===== src/design/pcdp_pkg.sv =====
package pcdp_pkg;

    localparam int TOTAL_W = 7;
    localparam int PARTS_W = 7;
    localparam int COUNT_W = 21;
    localparam int STEP_W  = 4;

    typedef logic [STEP_W-1:0] step_t;

    // Microprogram addresses
    localparam step_t S_IDLE   = 4'd0;
    localparam step_t S_CHECK  = 4'd1;
    localparam step_t S_CLR    = 4'd2;
    localparam step_t S_JSTART = 4'd3;
    localparam step_t S_IINIT  = 4'd4;
    localparam step_t S_UPD    = 4'd5;
    localparam step_t S_JNEXT  = 4'd6;
    localparam step_t S_ANS    = 4'd7;
    localparam step_t S_RES    = 4'd8;
    localparam step_t S_ERR    = 4'd9;

    typedef enum logic [2:0] {
        C_ALWAYS,
        C_IN_VALID,
        C_M_BIG,
        C_IDX_EQ_M,
        C_TOP_ZERO,
        C_J_EQ_TOP,
        C_OUT_FREE
    } cond_t;

    typedef struct packed {
        logic  take_in;
        logic  idx_zero;
        logic  idx_j;
        logic  idx_inc;
        logic  clr_wr;
        logic  rd_upd;
        logic  rd_ans;
        logic  j_one;
        logic  j_inc;
        logic  res_ld;
        logic  res_err;
        cond_t cond;
        step_t tgt;
        step_t alt;
    } uword_t;

    typedef struct packed {
        logic in_valid;
        logic m_big;
        logic idx_eq_m;
        logic top_zero;
        logic j_eq_top;
        logic out_free;
    } dstat_t;

    // Control store: one word per step, jump to tgt when cond holds, else alt
    function automatic uword_t ucode(step_t s);
        uword_t w;
        w      = '0;
        w.cond = C_ALWAYS;
        w.tgt  = S_IDLE;
        w.alt  = S_IDLE;
        case (s)
            S_IDLE:
            begin
                w.take_in = 1'b1;
                w.cond    = C_IN_VALID;
                w.tgt     = S_CHECK;
                w.alt     = S_IDLE;
            end
            S_CHECK:
            begin
                w.idx_zero = 1'b1;
                w.cond     = C_M_BIG;
                w.tgt      = S_ERR;
                w.alt      = S_CLR;
            end
            S_CLR:
            begin
                w.clr_wr  = 1'b1;
                w.idx_inc = 1'b1;
                w.cond    = C_IDX_EQ_M;
                w.tgt     = S_JSTART;
                w.alt     = S_CLR;
            end
            S_JSTART:
            begin
                w.j_one = 1'b1;
                w.cond  = C_TOP_ZERO;
                w.tgt   = S_ANS;
                w.alt   = S_IINIT;
            end
            S_IINIT:
            begin
                w.idx_j = 1'b1;
                w.cond  = C_ALWAYS;
                w.tgt   = S_UPD;
                w.alt   = S_UPD;
            end
            S_UPD:
            begin
                w.rd_upd  = 1'b1;
                w.idx_inc = 1'b1;
                w.cond    = C_IDX_EQ_M;
                w.tgt     = S_JNEXT;
                w.alt     = S_UPD;
            end
            S_JNEXT:
            begin
                w.j_inc = 1'b1;
                w.cond  = C_J_EQ_TOP;
                w.tgt   = S_ANS;
                w.alt   = S_IINIT;
            end
            S_ANS:
            begin
                w.rd_ans = 1'b1;
                w.cond   = C_ALWAYS;
                w.tgt    = S_RES;
                w.alt    = S_RES;
            end
            S_RES:
            begin
                w.res_ld = 1'b1;
                w.cond   = C_OUT_FREE;
                w.tgt    = S_IDLE;
                w.alt    = S_RES;
            end
            S_ERR:
            begin
                w.res_ld  = 1'b1;
                w.res_err = 1'b1;
                w.cond    = C_OUT_FREE;
                w.tgt     = S_IDLE;
                w.alt     = S_ERR;
            end
            default:
            begin
                w.tgt = S_IDLE;
                w.alt = S_IDLE;
            end
        endcase
        return w;
    endfunction

endpackage


===== src/design/pcdp_seq.sv =====
module pcdp_seq
    import pcdp_pkg::*;
(
    input  logic   clk,
    input  logic   rst_n,
    input  dstat_t stat,
    output uword_t ctrl
);

    step_t step_reg;
    step_t step_next;
    logic  cond_hit;

    always_comb
    begin
        ctrl = ucode(step_reg);
    end

    always_comb
    begin
        case (ctrl.cond)
            C_ALWAYS:   cond_hit = 1'b1;
            C_IN_VALID: cond_hit = stat.in_valid;
            C_M_BIG:    cond_hit = stat.m_big;
            C_IDX_EQ_M: cond_hit = stat.idx_eq_m;
            C_TOP_ZERO: cond_hit = stat.top_zero;
            C_J_EQ_TOP: cond_hit = stat.j_eq_top;
            C_OUT_FREE: cond_hit = stat.out_free;
            default:    cond_hit = 1'b1;
        endcase
        step_next = cond_hit ? ctrl.tgt : ctrl.alt;
    end

    always_ff @(posedge clk or negedge rst_n)
    begin
        if (!rst_n)
        begin
            step_reg <= S_IDLE;
        end
        else
        begin
            step_reg <= step_next;
        end
    end

endmodule


===== src/design/pcdp_dp.sv =====
module pcdp_dp
    import pcdp_pkg::*;
#(
    parameter int MAX_TOTAL = 64
)
(
    input  logic               clk,
    input  logic               rst_n,
    input  uword_t             ctrl,
    input  logic               in_valid,
    input  logic [TOTAL_W-1:0] total,
    input  logic [PARTS_W-1:0] parts,
    input  logic               out_stall,
    output dstat_t             stat,
    output logic               out_valid,
    output logic [COUNT_W-1:0] count
);

    localparam int ADDR_W = $clog2(MAX_TOTAL + 1);

    logic [COUNT_W-1:0] ways_mem [MAX_TOTAL+1];

    logic [TOTAL_W-1:0] m_reg;
    logic [PARTS_W-1:0] n_reg;
    logic [ADDR_W-1:0]  idx_reg;
    logic [ADDR_W-1:0]  idx_next;
    logic [ADDR_W-1:0]  j_reg;
    logic [ADDR_W-1:0]  j_next;
    logic [ADDR_W-1:0]  wr_addr_reg;
    logic               pend_reg;
    logic               fwd_reg;
    logic [COUNT_W-1:0] fwd_val_reg;
    logic [COUNT_W-1:0] rd_a_reg;
    logic [COUNT_W-1:0] rd_b_reg;
    logic               out_valid_reg;
    logic [COUNT_W-1:0] count_reg;

    logic [ADDR_W-1:0]  m_addr;
    logic [ADDR_W-1:0]  top;
    logic [ADDR_W-1:0]  rd_a_addr;
    logic [ADDR_W-1:0]  rd_b_addr;
    logic [COUNT_W-1:0] upd_sum;
    logic [COUNT_W-1:0] clr_data;
    logic               take;
    logic               out_free;

    assign m_addr    = m_reg[ADDR_W-1:0];
    assign top       = (n_reg < m_reg) ? n_reg[ADDR_W-1:0] : m_addr;
    assign rd_a_addr = ctrl.rd_ans ? m_addr : idx_reg;
    assign rd_b_addr = idx_reg - j_reg;
    // a part size of one reads the entry written in this same cycle
    assign upd_sum   = rd_a_reg + (fwd_reg ? fwd_val_reg : rd_b_reg);
    assign clr_data  = {{(COUNT_W-1){1'b0}}, (idx_reg == '0)};
    assign take      = ctrl.take_in && in_valid;
    assign out_free  = !out_valid_reg || !out_stall;

    assign stat.in_valid = in_valid;
    assign stat.m_big    = (m_reg > TOTAL_W'(MAX_TOTAL));
    assign stat.idx_eq_m = (idx_reg == m_addr);
    assign stat.top_zero = (top == '0);
    assign stat.j_eq_top = (j_reg == top);
    assign stat.out_free = out_free;

    always_comb
    begin
        idx_next = idx_reg;
        if (ctrl.idx_zero)
        begin
            idx_next = '0;
        end
        else if (ctrl.idx_j)
        begin
            idx_next = j_reg;
        end
        else if (ctrl.idx_inc)
        begin
            idx_next = idx_reg + ADDR_W'(1);
        end
        j_next = j_reg;
        if (ctrl.j_one)
        begin
            j_next = ADDR_W'(1);
        end
        else if (ctrl.j_inc)
        begin
            j_next = j_reg + ADDR_W'(1);
        end
    end

    always_ff @(posedge clk)
    begin
        if (pend_reg)
        begin
            ways_mem[wr_addr_reg] <= upd_sum;
        end
        else if (ctrl.clr_wr)
        begin
            ways_mem[idx_reg] <= clr_data;
        end
        if (ctrl.rd_upd || ctrl.rd_ans)
        begin
            rd_a_reg <= ways_mem[rd_a_addr];
            rd_b_reg <= ways_mem[rd_b_addr];
        end
        if (take)
        begin
            m_reg <= total;
            n_reg <= parts;
        end
        idx_reg     <= idx_next;
        j_reg       <= j_next;
        wr_addr_reg <= idx_reg;
        fwd_val_reg <= upd_sum;
        if (ctrl.res_ld && out_free)
        begin
            count_reg <= ctrl.res_err ? '0 : rd_a_reg;
        end
    end

    always_ff @(posedge clk or negedge rst_n)
    begin
        if (!rst_n)
        begin
            pend_reg      <= 1'b0;
            fwd_reg       <= 1'b0;
            out_valid_reg <= 1'b0;
        end
        else
        begin
            pend_reg <= ctrl.rd_upd;
            fwd_reg  <= ctrl.rd_upd && pend_reg && (rd_b_addr == wr_addr_reg);
            if (ctrl.res_ld && out_free)
            begin
                out_valid_reg <= 1'b1;
            end
            else if (!out_stall)
            begin
                out_valid_reg <= 1'b0;
            end
        end
    end

    assign out_valid = out_valid_reg;
    assign count     = count_reg;

endmodule


===== src/design/partition_count_dp_core.sv =====
// Partition counter: for each query (total, parts) returns the number of ways
// to split total into at most parts unordered non-negative parts.
// Input channel: in_valid / in_stall with fields total and parts. A query
// transfers when in_valid is high and in_stall is low; in_stall is high
// while a query is in work, so one query is handled at a time.
// Output channel: out_valid / out_stall with field count, held in an output
// register. While the receiver stalls, count and out_valid hold, and a new
// query can already transfer in.
// Work for a query, with m = total and t = min(parts, total): entries
// 0..m of the work memory are cleared, then for each j = 1..t entries
// j..m are updated, then entry m is read out as the count. The single
// work memory, one read-add-write per cycle, carries each update.
// A total above MAX_TOTAL returns count 0 without building the table.
// Control is a ten-step microprogram; a step counter walks it with
// conditional jumps. Reset returns the sequencer to the idle step and
// drops any pending result; the work memory is rebuilt by every query
// whose total is within MAX_TOTAL.
module partition_count_dp_core
    import pcdp_pkg::*;
#(
    parameter int MAX_TOTAL = 64
)
(
    input  logic               clk,
    input  logic               rst_n,
    input  logic               in_valid,
    output logic               in_stall,
    input  logic [TOTAL_W-1:0] total,
    input  logic [PARTS_W-1:0] parts,
    output logic               out_valid,
    input  logic               out_stall,
    output logic [COUNT_W-1:0] count
);

    uword_t ctrl;
    dstat_t stat;

    pcdp_seq u_seq
    (
        .clk   (clk),
        .rst_n (rst_n),
        .stat  (stat),
        .ctrl  (ctrl)
    );

    pcdp_dp #(
        .MAX_TOTAL (MAX_TOTAL)
    ) u_dp
    (
        .clk       (clk),
        .rst_n     (rst_n),
        .ctrl      (ctrl),
        .in_valid  (in_valid),
        .total     (total),
        .parts     (parts),
        .out_stall (out_stall),
        .stat      (stat),
        .out_valid (out_valid),
        .count     (count)
    );

    assign in_stall = !ctrl.take_in;

endmodule


===== config.mk =====
export PLATFORM = sky130hd
export DESIGN_NAME = partition_count_dp_core
export DESIGN_NICKNAME = d
export VERILOG_FILES = /design/src/design/pcdp_pkg.sv /design/src/design/pcdp_seq.sv /design/src/design/pcdp_dp.sv /design/src/design/partition_count_dp_core.sv
export SDC_FILE = /design/constraint.sdc
export NUM_CORES = 2
export LEC_CHECK = 0
export BUFFER_PORTS_ARGS = -buffer_cell sky130_fd_sc_hd__buf_4
export CAP_MARGIN = 20
export CORE_ASPECT_RATIO = 0.5
export CORE_MARGIN = 3
export CORE_UTILIZATION = 43
export CTS_BUF_LIST = sky130_fd_sc_hd__clkbuf_8 sky130_fd_sc_hd__clkbuf_16
export DETAILED_ROUTE_END_ITERATION = 16
export SETUP_SLACK_MARGIN = 0.1
export SYNTH_ARGS = -nofsm -noshare
export SYNTH_HDL_FRONTEND = slang
export SYNTH_HIERARCHICAL = 1
export SYNTH_SLANG_ARGS = --single-unit

===== constraint.sdc =====
create_clock -name clk -period 16.7 [get_ports clk]
set_input_delay 0.835 -clock clk [delete_from_list [all_inputs] [get_ports clk]]
set_output_delay 0.835 -clock clk [all_outputs]
set_load 0.005 [all_outputs]

==> flow_summary.toml <==
[status]
status = "complete, no violations"

[synth]
postSynthCellCount = 4432
yosysWarnings = 6
syn_nets = 4487
syn_avg_cell_area_um2 = 16.0
synth_area_um2 = 70800

[route]
detail_route.wl_per_cell_um = 37.3
vias_per_cell = 6.97
finalWirelength_mm = 252
vias = 47100
drc = 0
firstDrtPassIters = 10
drt_iter0_markers = 7958
ant_nets = 0

[worst_hold_path]
hold_path_depth = 1
min_from = "parts[0]"
hold_class = "input pin to register"
hold_end = "u_dp/n_reg[0]$_DFFE_PP_"

[setup_path]
crit_path_cell_trace = "nand2_1, nor2_4, buf_4, mux2i_4, buf_4, buf_4, buf_4, mux4_2, a211oi_1, o22ai_1, a311oi_1, a31oi_1"
crit_fanout = 49
critPathMaxStageDelay_ns = 0.82
r2r_end = "u_dp/rd_a_reg[15]$_DFFE_PP_"
cp-startpoint = "u_seq/step_reg[1]$_DFF_PN0_"
crit_family = "buffers and inverters"
r2r_cells = 12
start_kind = "register"
cp.depth = 12
crit_path_end_kind = "register"
path_common_cell = "buf_4"
critPathKind = "register to register"
crit_slowest_cell = "a211oi_1"
regToRegSetupSlack_ns = 10.24
path_buf_inv = 4
crit_required_ns = 17.20
reg2reg_from = "u_seq/step_reg[1]$_DFF_PN0_"
cp.arrival_ns = 6.96

[clocking]
cts_tree = "yes"
clockBufferDepth = 3
clock_latency_ns = 0.79
clock-sinks = 1491
cts.clk_slew.worst_paths_ns = 0.06
h-tree-depth = 4
root_buffer = "clkbuf_16"
cts_made_buffers = 141
cts-resized-gates = 0

[place]
dp_hpwl_mm = 151
port_buffers = 40
gp_congestion = 0.953

[grt]
grt_usage_pct = 29.3
grt_pass1_wl_mm = 350
antenna_found_initial = 11
grt_pass1_vias = 44700
grt_max_degree = 116
overflow = 0

[sta]
final.setup.tns_ns = 0
setup_viol = 0
worst_pin_slew_ns = 1.23
maxSlewViolCount = 0
hold_viol_final = 0
min_period_over_period_pct = 38.7
slew_headroom_pct = 17.4
fin_skew_ns = 0.0346
rsz0062_at_grt = "no"
max_clock_freq_mhz = 155
fin_crit_ns = 6.46

[cells_and_area]
largest_register_ff_count = 1365
num-nets-final = 4519
n_fill_cell = 13500
regMostFlops = "u_dp/ways_mem"
area_delta_synth_final_pct = 11.8
drive_gt1_share_pct = 25.8

[floorplanning]
initial_utilization_pct = 43.6
die-area_um2 = 170000
core_um2 = 162000
dieHeight_um = 293
die_w_um = 580
io_pins = 41
num_rows = 104

[run]
cap_violations = 0
[how the worst max path moves through the flow]
stage,end,slack (ns)
after detailed placement,u_dp/rd_b_reg[12]$_DFFE_PP_,10.32
after floorplan,u_dp/ways_mem[0][20]$_DFFE_PP_,11.30
after global routing,u_dp/rd_b_reg[12]$_DFFE_PP_,9.89
final,u_dp/rd_a_reg[15]$_DFFE_PP_,10.24
after global placement,u_dp/rd_b_reg[11]$_DFFE_PP_,9.01
after CTS,u_dp/rd_b_reg[12]$_DFFE_PP_,10.32
[layout by cell type (no fill, tap or decap), types with 41 or more instances in the layout]
| master | instances |
|---|---|
| a21o_1 | 53 |
| nor2_1 | 72 |
| buf_4 | 198 |
| nand2_1 | 564 |
| o22ai_1 | 41 |
| edfxtp_1 | 1442 |
| a211oi_1 | 68 |
| a2111oi_0 | 46 |
| nor2b_1 | 68 |
| mux2i_1 | 90 |
| dfxtp_1 | 42 |
| a32oi_1 | 62 |
| inv_1 | 61 |
| a21oi_1 | 120 |
| nand3_1 | 190 |
| o21ai_0 | 57 |
| a31oi_1 | 47 |
| nor2_2 | 56 |
| clkbuf_16 | 144 |
| mux4_2 | 551 |
[area by class of cell]
type                       count  area, um2  share of cell area (%)
clock inverter               111        816                    1.03
clock buffer                 144       3600                    4.56
timing repair buffer         229       2030                    2.57
multi-input combinational   2571      25500                    32.2
antenna                        2       5.00                 0.00633
sequential                  1491      44300                    56.0
inverter                      30        113                   0.142
tap                         2173       2720                    3.44
[per-layer routing]
layer | vias up | global-route usage, % | share of wire [%]
met4 | 12 | 9.80 | 3.5
met5 | - | 0.137 | 0.041
met1 | 24600 | 41.1 | 38
met3 | 511 | 12.7 | 16
met2 | 3766 | 40.8 | 42
li1 | 18100 | - | -
[stage by stage]
step	std cells	util [%]	hold WS, ns	area, um2	setup slack (ns)
2_1_floorplan	4432	-	0.329	70800	11.30
3_3_place_gp	6461	45.7	0.507	74200	9.01
3_5_place_dp	6474	45.9	0.535	74300	10.32
4_1_cts	6730	48.6	0.186	78800	10.32
5_1_grt	6749	48.8	0.216	79100	9.89
6_report	6751	48.8	0.231	79100	10.24
[timing repair]
item                      CTS  global route
buffers inserted            0             0
hold buffers                1             0
hold endpoints to repair    7             0
Power is not shown: default switching activity piles up to over one toggle a cycle in this logic, so the estimate is an artifact.
